===== config.mk =====
export PLATFORM = sky130hd
export DESIGN_NAME = circular_list_josephus_eliminator
export DESIGN_NICKNAME = d
export VERILOG_FILES = /design/src/sv/jos_pkg.sv /design/src/sv/jos_cell.sv /design/src/sv/jos_mod.sv /design/src/sv/circular_list_josephus_eliminator.sv
export SDC_FILE = /design/constraint.sdc
export NUM_CORES = 2
export LEC_CHECK = 0
export BUFFER_PORTS_ARGS = -buffer_cell sky130_fd_sc_hd__clkbuf_2
export CAP_MARGIN = 20
export CORE_ASPECT_RATIO = 1.5
export CORE_MARGIN = 4
export CORE_UTILIZATION = 64
export CTS_BUF_LIST = sky130_fd_sc_hd__clkbuf_4 sky130_fd_sc_hd__clkbuf_8
export DETAILED_ROUTE_END_ITERATION = 10
export GPL_ROUTABILITY_DRIVEN = 0
export PLACE_DENSITY = 0.81
export SLEW_MARGIN = 30
export SYNTH_ARGS = -nofsm -noshare
export SYNTH_HDL_FRONTEND = slang
export SYNTH_SLANG_ARGS = --single-unit

===== constraint.sdc =====
create_clock -name clk -period 8.5 [get_ports clk]
set_input_delay 0.85 -clock clk [delete_from_list [all_inputs] [get_ports clk]]
set_output_delay 0.85 -clock clk [all_outputs]
set_load 0.005 [all_outputs]

===== src/sv/jos_pkg.sv =====
// shared types and constants of the josephus ring eliminator
`timescale 1ns / 1ps

package jos_pkg;

    localparam int DEPTH     = 32;
    localparam int DATA_W    = 32;
    localparam int STEP_W    = 16;
    localparam int REQ_W     = 2;
    localparam int STATUS_W  = 2;
    localparam int LEFT_W    = 6;
    localparam int IDX_W     = (DEPTH > 1) ? $clog2(DEPTH) : 1;
    localparam int CNT_W     = $clog2(DEPTH + 1);
    localparam int MOD_CNT_W = $clog2(STEP_W + 1);

    localparam logic [REQ_W-1:0] REQ_APPEND    = 2'd0;
    localparam logic [REQ_W-1:0] REQ_REMOVE    = 2'd1;
    localparam logic [REQ_W-1:0] REQ_ELIMINATE = 2'd2;

    localparam logic [STATUS_W-1:0] ST_DONE = 2'd0;
    localparam logic [STATUS_W-1:0] ST_FULL = 2'd1;
    localparam logic [STATUS_W-1:0] ST_NONE = 2'd2;

    typedef struct packed {
        logic              shift;
        logic              ins;
        logic [IDX_W-1:0]  ins_pos;
        logic [DATA_W-1:0] ins_data;
    } jos_cell_ctrl_t;

endpackage


===== src/sv/jos_cell.sv =====
// one ring cell: holds one value, shifts toward the head or takes an insert
`timescale 1ns / 1ps

module jos_cell
    import jos_pkg::*;
(
    input  logic                 clk,
    input  logic [IDX_W-1:0]     cell_idx,
    input  jos_cell_ctrl_t       ctrl,
    input  logic [DATA_W-1:0]    nbr_value,
    output logic [DATA_W-1:0]    value
);

    logic [DATA_W-1:0] value_reg;
    logic [DATA_W-1:0] value_next;

    always_comb
    begin
        priority if (ctrl.ins && (ctrl.ins_pos == cell_idx))
        begin
            value_next = ctrl.ins_data;
        end
        else if (ctrl.shift)
        begin
            value_next = nbr_value;
        end
        else
        begin
            value_next = value_reg;
        end
    end

    always_ff @(posedge clk)
    begin
        value_reg <= value_next;
    end

    assign value = value_reg;

endmodule


===== src/sv/jos_mod.sv =====
// iterative remainder unit, one dividend bit per cycle
`timescale 1ns / 1ps

module jos_mod
    import jos_pkg::*;
(
    input  logic              clk,
    input  logic              rst_n,
    input  logic              start,
    input  logic [STEP_W-1:0] dividend,
    input  logic [CNT_W-1:0]  divisor,
    output logic              done,
    output logic [CNT_W-1:0]  remainder
);

    logic [STEP_W-1:0]    num_reg;
    logic [CNT_W-1:0]     div_reg;
    logic [CNT_W-1:0]     rem_reg;
    logic [MOD_CNT_W-1:0] cnt_reg;
    logic                 done_reg;
    logic [CNT_W:0]       rem_shift;
    logic [CNT_W:0]       rem_sub;

    assign rem_shift = {rem_reg, num_reg[STEP_W-1]};
    assign rem_sub   = rem_shift - {1'b0, div_reg};

    always_ff @(posedge clk or negedge rst_n)
    begin
        if (!rst_n)
        begin
            cnt_reg  <= '0;
            done_reg <= 1'b0;
        end
        else
        begin
            done_reg <= 1'b0;
            if (start)
            begin
                cnt_reg <= MOD_CNT_W'(STEP_W);
            end
            else if (cnt_reg != '0)
            begin
                cnt_reg <= cnt_reg - 1'b1;
                if (cnt_reg == MOD_CNT_W'(1))
                begin
                    done_reg <= 1'b1;
                end
            end
        end
    end

    always_ff @(posedge clk)
    begin
        if (start)
        begin
            num_reg <= dividend;
            div_reg <= divisor;
            rem_reg <= '0;
        end
        else if (cnt_reg != '0)
        begin
            num_reg <= {num_reg[STEP_W-2:0], 1'b0};
            // restoring step: no borrow means the divisor fits
            if (!rem_sub[CNT_W])
            begin
                rem_reg <= rem_sub[CNT_W-1:0];
            end
            else
            begin
                rem_reg <= rem_shift[CNT_W-1:0];
            end
        end
    end

    assign done      = done_reg;
    assign remainder = rem_reg;

endmodule


===== src/sv/circular_list_josephus_eliminator.sv =====
// top level: controller and chain of ring cells of the josephus eliminator
//
//  channel   | handshake            | fields
//  ----------+----------------------+---------------------------------------------
//  request   | start, busy          | req_type, item_value, step_count
//  result    | done (strobe)        | status, out_value, entries_left, last_result
//
// append and rejected requests finish in idle, result on the next cycle.
// remove rotates the ring through the head cell once, dropping entries equal to the key.
// eliminate per removal: remainder of (step - 1) by the ring size in jos_mod,
// a handover in S_MODW, then one rotation per skipped entry and one pop.
// reset clears the ring size and control; cell contents are not cleared.
// the receiver cannot stall: done is high for one cycle per result.
`timescale 1ns / 1ps

module circular_list_josephus_eliminator
    import jos_pkg::*;
(
    input  logic                       clk,
    input  logic                       rst_n,
    input  logic                       start,
    output logic                       busy,
    input  logic [REQ_W-1:0]           req_type,
    input  logic signed [DATA_W-1:0]   item_value,
    input  logic [STEP_W-1:0]          step_count,
    output logic                       done,
    output logic [STATUS_W-1:0]        status,
    output logic signed [DATA_W-1:0]   out_value,
    output logic [LEFT_W-1:0]          entries_left,
    output logic                       last_result
);

    typedef enum logic [1:0] {
        S_IDLE,
        S_REMOVE,
        S_MODW,
        S_SKIP
    } state_t;

    state_t             state_reg, state_next;
    logic [CNT_W-1:0]   size_reg, size_next;
    logic [CNT_W-1:0]   cnt_reg, cnt_next;
    logic [DATA_W-1:0]  key_reg, key_next;
    logic [STEP_W-1:0]  step_reg, step_next;
    logic               done_reg, done_next;
    logic [STATUS_W-1:0] status_reg, status_next;
    logic [DATA_W-1:0]  out_value_reg, out_value_next;
    logic [CNT_W-1:0]   left_reg, left_next;
    logic               last_reg, last_next;

    jos_cell_ctrl_t     ctrl;
    logic [DATA_W-1:0]  cell_q [DEPTH];
    logic [DATA_W-1:0]  head;
    logic [CNT_W-1:0]   size_m1;
    logic               mod_start;
    logic [STEP_W-1:0]  mod_dividend;
    logic [CNT_W-1:0]   mod_divisor;
    logic               mod_done;
    logic [CNT_W-1:0]   mod_rem;

    genvar gi;
    generate
        for (gi = 0; gi < DEPTH; gi++)
        begin : g_cell
            logic [DATA_W-1:0] nbr;
            if (gi == DEPTH - 1)
            begin : g_tail
                assign nbr = cell_q[gi];
            end
            else
            begin : g_body
                assign nbr = cell_q[gi + 1];
            end
            jos_cell u_cell (
                .clk       (clk),
                .cell_idx  (IDX_W'(gi)),
                .ctrl      (ctrl),
                .nbr_value (nbr),
                .value     (cell_q[gi])
            );
        end
    endgenerate

    jos_mod u_mod (
        .clk       (clk),
        .rst_n     (rst_n),
        .start     (mod_start),
        .dividend  (mod_dividend),
        .divisor   (mod_divisor),
        .done      (mod_done),
        .remainder (mod_rem)
    );

    assign head    = cell_q[0];
    assign size_m1 = size_reg - 1'b1;

    always_comb
    begin
        state_next     = state_reg;
        size_next      = size_reg;
        cnt_next       = cnt_reg;
        key_next       = key_reg;
        step_next      = step_reg;
        done_next      = 1'b0;
        status_next    = status_reg;
        out_value_next = out_value_reg;
        left_next      = left_reg;
        last_next      = last_reg;
        ctrl.shift     = 1'b0;
        ctrl.ins       = 1'b0;
        ctrl.ins_pos   = size_m1[IDX_W-1:0];
        ctrl.ins_data  = head;
        mod_start      = 1'b0;
        mod_dividend   = step_reg;
        mod_divisor    = size_reg;

        unique case (state_reg)
            S_IDLE:
            begin
                if (start)
                begin
                    priority if (req_type == REQ_APPEND)
                    begin
                        done_next      = 1'b1;
                        out_value_next = '0;
                        last_next      = 1'b1;
                        if (size_reg >= CNT_W'(DEPTH))
                        begin
                            status_next = ST_FULL;
                            left_next   = size_reg;
                        end
                        else
                        begin
                            ctrl.ins      = 1'b1;
                            ctrl.ins_pos  = size_reg[IDX_W-1:0];
                            ctrl.ins_data = item_value;
                            size_next     = size_reg + 1'b1;
                            status_next   = ST_DONE;
                            left_next     = size_reg + 1'b1;
                        end
                    end
                    else if (req_type == REQ_REMOVE)
                    begin
                        if (size_reg == '0)
                        begin
                            done_next      = 1'b1;
                            status_next    = ST_DONE;
                            out_value_next = '0;
                            left_next      = '0;
                            last_next      = 1'b1;
                        end
                        else
                        begin
                            key_next   = item_value;
                            cnt_next   = size_reg;
                            state_next = S_REMOVE;
                        end
                    end
                    else if ((req_type == REQ_ELIMINATE) && (step_count != '0)
                             && (size_reg != '0))
                    begin
                        step_next    = step_count - 1'b1;
                        mod_start    = 1'b1;
                        mod_dividend = step_count - 1'b1;
                        state_next   = S_MODW;
                    end
                    else
                    begin
                        done_next      = 1'b1;
                        status_next    = ST_NONE;
                        out_value_next = '0;
                        left_next      = size_reg;
                        last_next      = 1'b1;
                    end
                end
            end

            S_REMOVE:
            begin
                // head leaves the chain; kept values go back in at the tail
                ctrl.shift = 1'b1;
                if (head != key_reg)
                begin
                    ctrl.ins = 1'b1;
                end
                else
                begin
                    size_next = size_m1;
                end
                cnt_next = cnt_reg - 1'b1;
                if (cnt_reg == CNT_W'(1))
                begin
                    done_next      = 1'b1;
                    status_next    = ST_DONE;
                    out_value_next = '0;
                    left_next      = size_next;
                    last_next      = 1'b1;
                    state_next     = S_IDLE;
                end
            end

            S_MODW:
            begin
                if (mod_done)
                begin
                    cnt_next   = mod_rem;
                    state_next = S_SKIP;
                end
            end

            S_SKIP:
            begin
                ctrl.shift = 1'b1;
                if (cnt_reg != '0)
                begin
                    ctrl.ins = 1'b1;
                    cnt_next = cnt_reg - 1'b1;
                end
                else
                begin
                    // pop the head: the entry after it becomes the new head
                    size_next      = size_m1;
                    done_next      = 1'b1;
                    status_next    = ST_DONE;
                    out_value_next = head;
                    left_next      = size_m1;
                    last_next      = (size_m1 == '0);
                    if (size_m1 == '0)
                    begin
                        state_next = S_IDLE;
                    end
                    else
                    begin
                        mod_start   = 1'b1;
                        mod_divisor = size_m1;
                        state_next  = S_MODW;
                    end
                end
            end

            default:
            begin
                state_next = S_IDLE;
            end
        endcase
    end

    always_ff @(posedge clk or negedge rst_n)
    begin
        if (!rst_n)
        begin
            state_reg     <= S_IDLE;
            size_reg      <= '0;
            cnt_reg       <= '0;
            done_reg      <= 1'b0;
            status_reg    <= ST_DONE;
            out_value_reg <= '0;
            left_reg      <= '0;
            last_reg      <= 1'b0;
        end
        else
        begin
            state_reg     <= state_next;
            size_reg      <= size_next;
            cnt_reg       <= cnt_next;
            done_reg      <= done_next;
            status_reg    <= status_next;
            out_value_reg <= out_value_next;
            left_reg      <= left_next;
            last_reg      <= last_next;
        end
    end

    always_ff @(posedge clk)
    begin
        key_reg  <= key_next;
        step_reg <= step_next;
    end

    assign busy         = (state_reg != S_IDLE);
    assign done         = done_reg;
    assign status       = status_reg;
    assign out_value    = out_value_reg;
    assign entries_left = LEFT_W'(left_reg);
    assign last_result  = last_reg;

    a_last_frees: assert property (@(posedge clk) disable iff (!rst_n)
        done |-> (last_result == !busy))
        else $error("final result and busy disagree");

    a_size_bound: assert property (@(posedge clk) disable iff (!rst_n)
        size_reg <= CNT_W'(DEPTH))
        else $error("ring size above depth");

    a_full_status: assert property (@(posedge clk) disable iff (!rst_n)
        (done && (status == ST_FULL)) |-> (size_reg == CNT_W'(DEPTH)))
        else $error("full status with room in the ring");

    a_skip_range: assert property (@(posedge clk) disable iff (!rst_n)
        (state_reg == S_SKIP) |-> (cnt_reg < size_reg))
        else $error("skip count not below ring size");

    a_mod_result: assert property (@(posedge clk) disable iff (!rst_n)
        ((state_reg == S_MODW) && mod_done) |=> (state_reg == S_SKIP))
        else $error("remainder not taken");

endmodule


# Word-level counts from Yosys, hierarchy flattened
# Index checks and enable logic that the tools add are counted.
dict set report op_classes {
  addsub 6
  order_cmp 1
  n_eq_ne 52
  muxes 155
  bitwise_logic 2
  n_reduce_logical 83
}
# cell n
set op_table {}
lappend op_table {{$mux W32} 69}
lappend op_table {{$mux W6} 21}
lappend op_table {{$mux W38} 3}
lappend op_table {{$mux W16} 7}
lappend op_table {{$pmux W32 S3} 1}
lappend op_table {{$eq A5 B5 Y1 const B} 16}
lappend op_table {{$reduce_bool A2 Y1} 33}
lappend op_table {{$eq A5 B4 Y1 const B} 8}
lappend op_table {{$mux W37} 1}
lappend op_table {{$pmux W6 S3} 2}
lappend op_table {{$logic_and A1 B1 Y1} 34}
lappend op_table {{$ne A32 B32 Y1} 1}
lappend op_table {{$mux W2} 15}
lappend op_table {{$mux W1} 27}
lappend op_table {{$pmux W6 S4} 1}
lappend op_table {{$eq A5 B3 Y1 const B} 4}
lappend op_table {{$ne A2 B2 Y1 const B} 8}
lappend op_table {{$reduce_bool A16 Y1} 1}
lappend op_table {{$sub A16 B1 Y16 const B} 1}
lappend op_table {{$logic_not A6 Y1} 2}
lappend op_table {{$reduce_and A6 Y1} 2}
lappend op_table {{$reduce_bool A6 Y1} 2}
lappend op_table {{$sub A6 B1 Y6 const B} 2}
lappend op_table {{$eq A5 B1 Y1 const B} 2}
lappend op_table {{25 further kinds} 36}
dict set report word_totals {
  ff_bits 1162
  inputBits 53
  output_inout_bits 43
  wordCells 346
}

# Logic depth before layout (Yosys ltp)
dict set report logic_depth {
  depth_word 9
  ltp_mapped 13
  ltp_nobuf 10
}

# Modules after synthesis
# A second synthesis with hierarchy kept.
dict set report hier_totals {
  cells_unflattened 3248
  area_unflattened_um2 53412.5
}
# mod instances cells_each area_per_inst_um2 seq_area_each_um2
set modules_own_cells {}
lappend modules_own_cells {jos_cell 32 75 1427.6 960.9}
lappend modules_own_cells {circular_list_josephus_eliminator 1 707 5982.0 2682.6}
lappend modules_own_cells {jos_mod 1 141 1746.7 930.9}

# Least setup slack after synthesis
# No wires, ideal clock.
dict set report synth_path {
  kind {reg2reg}
  start {register size_reg[0]}
  end {register g_cell[23].u_cell.value_reg[0], enable pin}
  setup_ns 0.466
  arrival_ns 4.332
  required_time_ns 8.034
  slack_ns 3.703
  path_stages_with_launch 10
  n_path_buf 2
  period_less_slack_ns 4.797
  cell_sequence {dfrtp_1 buf_2 inv_1 ha_1 clkbuf_1 o21ai_2 or3_1 a21oi_2 nand2_1 o21ai_0}
}
dict set report synth_via {
  elab_chain_len 8
  word_cells_on_any_way 10
  classes_between {add/sub: 1; order compare: 1; eq/ne: 1; mux: 5; reduce/logical: 2}
}
# element line_no
set synth_rtl {}
lappend synth_rtl {{from (decl)} circular_list_josephus_eliminator.sv:41} ;# logic [CNT_W-1:0] size_reg, size_next;
lappend synth_rtl {{from (signal assigned)} circular_list_josephus_eliminator.sv:264} ;# size_reg <= size_next;
lappend synth_rtl {{$sub A6 B1 Y6 / $ge A6 B6 Y1 (equally long branches)} {circular_list_josephus_eliminator.sv:95, circular_list_josephus_eliminator.sv:127}}
lappend synth_rtl {{$mux W38} circular_list_josephus_eliminator.sv:127} ;# if (size_reg >= CNT_W'(DEPTH))
lappend synth_rtl {{$mux W38} circular_list_josephus_eliminator.sv:122} ;# priority if (req_type == REQ_APPEND)
lappend synth_rtl {{$mux W38} circular_list_josephus_eliminator.sv:120} ;# if (start)
lappend synth_rtl {{$mux W37} circular_list_josephus_eliminator.sv:117} ;# unique case (state_reg)
lappend synth_rtl {{$eq A5 B5 Y1} jos_cell.sv:19} ;# priority if (ctrl.ins && (ctrl.ins_pos == cell_idx))
lappend synth_rtl {{$logic_and A1 B1 Y1 (*)} jos_cell.sv:19}
lappend synth_rtl {{$reduce_bool A2 Y1 (no line) (*)} -}
lappend synth_rtl {{to (signal assigned)} jos_cell.sv:35} ;# value_reg <= value_next;
lappend synth_rtl {{to (decl)} jos_cell.sv:14} ;# logic [DATA_W-1:0] value_reg;
# Mark *: on every way between the ends. The rest lies on a longest branch, timed or not.
# A chain may end at the register's enable or synchronous reset.

# Worst setup path after layout
dict set report layout_path {
  start {register state_reg[1]}
  end {register g_cell[4].u_cell.value_reg[27], enable pin}
}
dict set report layout_via {
  elab_chain_len 5
  word_cells_on_any_way 10
  classes_between {eq/ne: 3; mux: 3; reduce/logical: 4}
}
# element line_no
set layout_rtl {}
lappend layout_rtl {{from (decl)} circular_list_josephus_eliminator.sv:40} ;# state_t state_reg, state_next;
lappend layout_rtl {{from (signal assigned)} circular_list_josephus_eliminator.sv:263} ;# state_reg <= state_next;
lappend layout_rtl {{$logic_not A2 Y1} circular_list_josephus_eliminator.sv:117}
lappend layout_rtl {{$mux W37} circular_list_josephus_eliminator.sv:117}
lappend layout_rtl {{$eq A5 B3 Y1} jos_cell.sv:19}
lappend layout_rtl {{$logic_and A1 B1 Y1} jos_cell.sv:19}
lappend layout_rtl {{$reduce_bool A2 Y1 (no line) (*)} -}
lappend layout_rtl {{to (signal assigned)} jos_cell.sv:35}
lappend layout_rtl {{to (decl)} jos_cell.sv:14}
# Marked as above.

==> flow_summary_export.csv <==
group,metric,value,unit
outcome,status,"completed",
synthesis,synth_compound_area_share,9.90,%
run,max_cap_viol_count,0,
final_layout,fin_area,54500,um^2
route,wire_per_inst,23.3,um
route,vias_per_cell,6.25,
timing,setup_violations,0,
global_route,grt_max_degree,66,
floorplan,fp.dieH,348,um
cts,numCtsBuffers,160,
critical_path,cp_num_buf_inv,3,
route,route.detailed.drc,0,
cts,worstSkewPairLatency,0.78,ns
synthesis,syn_area,49300,um^2
floorplan,die_w,235,um
synthesis,ys_seq_elements,1162,
floorplan,die_area,81700,um^2
cts,cts_resized,0,
timing,slew_headroom,30.0,%
cts,postCtsSetupBuffers,0,
critical_path,critPathMaxFanout,33,
pwr,power_density,194,nW/um^2
timing,fin_setup_tns,0,ns
cts,cts_hold_buf,0,
pwr,leakage,17.5,nW
final_layout,fillCellCount,4778,
critical_path,cp.arrival,5.94,ns
synthesis,synth_adder_area_share,0.573,%
place,numPortBuffers,95,
cts,cts_buffer_depth,3,
synthesis,synth_nets,3993,
synthesis,synth_cells,3918,
place,place_area,51300,um^2
floorplan,placement_rows,124,
place,hpwl,72500,um
floorplan,start_util,64.6,%
hold_path,hold_class,"input port to async pin",
timing,max_freq,183,MHz
critical_path,startpoint_type,"flip-flop",
critical_path,worstSetupPathType,"flip-flop to flip-flop",
synthesis,syn_avg_cell_area,12.6,um^2
critical_path,worst_path_max_delay_cell,"a21boi_2",
critical_path,max_stage_delay,0.80,ns
timing,rsz0062_at_grt,"no",
cts,h-tree-depth,4,
timing,clock_skew,0.0487,ns
critical_path,path_cells,"inv_1 > ha_1 > nand4bb_1 > o21ai_2 > a211oi_1 > a21oi_2 > a21boi_2 > nor2b_4 > buf_4 > nand2b_1 > buf_4",
route,totalWireLength,119000,um
critical_path,cp_top_family,"compound AO/OA/AOI/OAI gates",
route,postRouteAntennaNets,0,
timing,final_hold_viol_count,0,
final_layout,final_cell_mix,"edfxtp_1, nand2_1, o21ai_0",
critical_path,cpMostUsedCell,"buf_4",
critical_path,r2r_end,"g_cell[4].u_cell.value[27]$_DFFE_PP_",
synthesis,ys_seq_area_share,69.7,%
final_layout,layout-drive-gt1-share,18.4,%
final_layout,final_common_cell,"edfxtp_1",
synthesis,yosysUniqueCellTypes,68,
global_route,grt_pass1_vias,31597,
global_route,grt_pass1_wl,182000,um
floorplan,ioPinCount,96,
timing,min_period_over_period,64.3,%
critical_path,r2r_start,"state_reg[1]$_DFFE_PN0P_",
floorplan,core,76300,um^2
synthesis,ys_warn_count,0,
synthesis,synth_edf_count,1078,
final_layout,largest_reg_flops,1024,
timing,slew_violations,0,
final_layout,fin_nets,4043,
synthesis,synth_mux_area_share,6.98,%
timing,tightestPinTransition,1.05,ns
critical_path,crit_start,"state_reg[1]$_DFFE_PN0P_",
synthesis,async_reset_ff_share,5.34,%
critical_path,r2r_slack,3.03,ns
global_route,antenna_found_initial,6,
critical_path,crit_required,8.97,ns
global_route,grt.overflow.total,0,
cts,clock-sinks,1162,
route,drt_pre_antenna_iters,6,
route,drt_iter0_drc,3629,
synthesis,synth-simple-area-share,8.98,%
cts,cts_tree,"yes",
route,vias,31912,
synthesis,dominantRegCellSynth,"edfxtp_1",
critical_path,cp-end-kind,"flip-flop",
timing,period_minus_slack,5.47,ns
final_layout,syn2layout_area_growth,10.5,%
cts,cts_root_buf,"clkbuf_8",
global_route,track_usage,28.6,%
synthesis,synthXorXnorAreaFrac,1.01,%
pwr,peakVddDrop,0.146,mV
synthesis,synth_top_family_by_area,"compound AO/OA/AOI/OAI gates",
critical_path,worst-r2r-cell-count,11,
cts,clk_pin_slew_worst_paths,0.07,ns
==> per-layer routing <==
metal	GRT usage (%)	up-vias	wire [um]
li1	-	14263	-
met1	35.4	15391	42200
met2	49.3	1840	59600
met3	5.50	414	11400
met4	13.3	4	5760
met5	0	-	23
==> worst max path at each step <==
stage / endpoint / depth (start not counted)
finish: g_cell[4].u_cell.value[27]$_DFFE_PP_ / 11
global placement: g_cell[4].u_cell.value[29]$_DFFE_PP_ / 11
floorplan: g_cell[23].u_cell.value[0]$_DFFE_PP_ / 9
global route: g_cell[4].u_cell.value[27]$_DFFE_PP_ / 11
detailed placement: g_cell[4].u_cell.value[22]$_DFFE_PP_ / 11
CTS: g_cell[4].u_cell.value[27]$_DFFE_PP_ / 11
==> through the flow <==
stage / hold slack, ns / utilization, % / setup slack [ns] / total power, mW / std cells
after floorplan: 0.418 / - / 3.70 / 6.29 / 3918
after global placement: 0.426 / 67.1 / 3.34 / 6.32 / 4813
after detailed placement: 0.434 / 67.1 / 3.17 / 6.32 / 4814
after CTS: 0.226 / 71.4 / 3.12 / 10.6 / 5099
after global routing: 0.285 / 71.4 / 2.77 / 10.9 / 5102
final: 0.247 / 71.4 / 3.03 / 10.6 / 5103
==> worst reg2reg max path, delay by kind of cell, from the launching register on <==
| kind | cells | cell delay, ns |
|---|---|---|
| buf+inv | 3 | 0.84 |
| simple gates | 3 | 1.18 |
| compound gates | 4 | 2.19 |
| flops | 1 | 0.41 |
| fa+ha+maj | 1 | 0.56 |
==> synth_stat cells, types with 3 or more instances <==
cell      number  share of area (%)
nor2_1       286                2.2
a211oi_1      10               0.15
ha_1          21               0.53
a22o_1         7               0.12
o221ai_1       3              0.053
nor3_1        17               0.17
and4_1         3              0.053
buf_1         24               0.18
xnor2_1       18               0.32
inv_1         59               0.45
a22oi_1        4              0.061
nand2_1      643                4.9
mux2_2       227                5.2
o21ai_0      570                5.8
dfxtp_1       22               0.89
o211ai_1      21               0.32
o311ai_0       3              0.053
nor4_1        13               0.16
o31ai_1        4              0.061
mux2i_1       38               0.77
edfxtp_1    1078                 66
nand3_1       52               0.53
mux2_1        45                1.0
and3_1         7              0.089
or3_1          6              0.076
a21o_1         7               0.11
xor2_1        39               0.69
clkbuf_1     227                1.7
buf_2         51               0.52
or4_1          6              0.091
nand4_1       10               0.13
nand2b_1      10               0.13
dfrtp_1       62                3.1
nor2b_1        9               0.11
and2_1         8               0.10
o2111a_1       5               0.11
a31oi_1        9               0.11
a21oi_1      254                2.6
==> cell families after synthesis <==
logic type	Yosys count
DFF	1162
and+or+nand+nor	1084
AOI/OAI and AO/OA	919
buffers and inverters	364
muxes	310
xor gates and xnor gates	57
adders and majority gates	22
==> report_power, final <==
part / total (mW) / internal, mW / switching [mW] / leakage (nW)
clock: 4.40 / 2.32 / 2.08 / 1.69
combinational: 0.0419 / 0.0146 / 0.0273 / 7.74
sequential: 6.16 / 6.16 / 0 / 8.11
==> cell type report <==
class | count | area (um^2) | area share [%]
Antenna cell | 4 | 10.0 | 0.0184
Clock buffer | 212 | 2630 | 4.83
Clock inverter | 73 | 597 | 1.10
Inverter | 61 | 229 | 0.420
Multi-Input combinational cell | 2392 | 14200 | 26.1
Sequential cell | 1162 | 34400 | 63.0
Tap cell | 1008 | 1260 | 2.31
Timing Repair Buffer | 191 | 1210 | 2.22
Note: power is estimated with default switching activity, not from simulation.
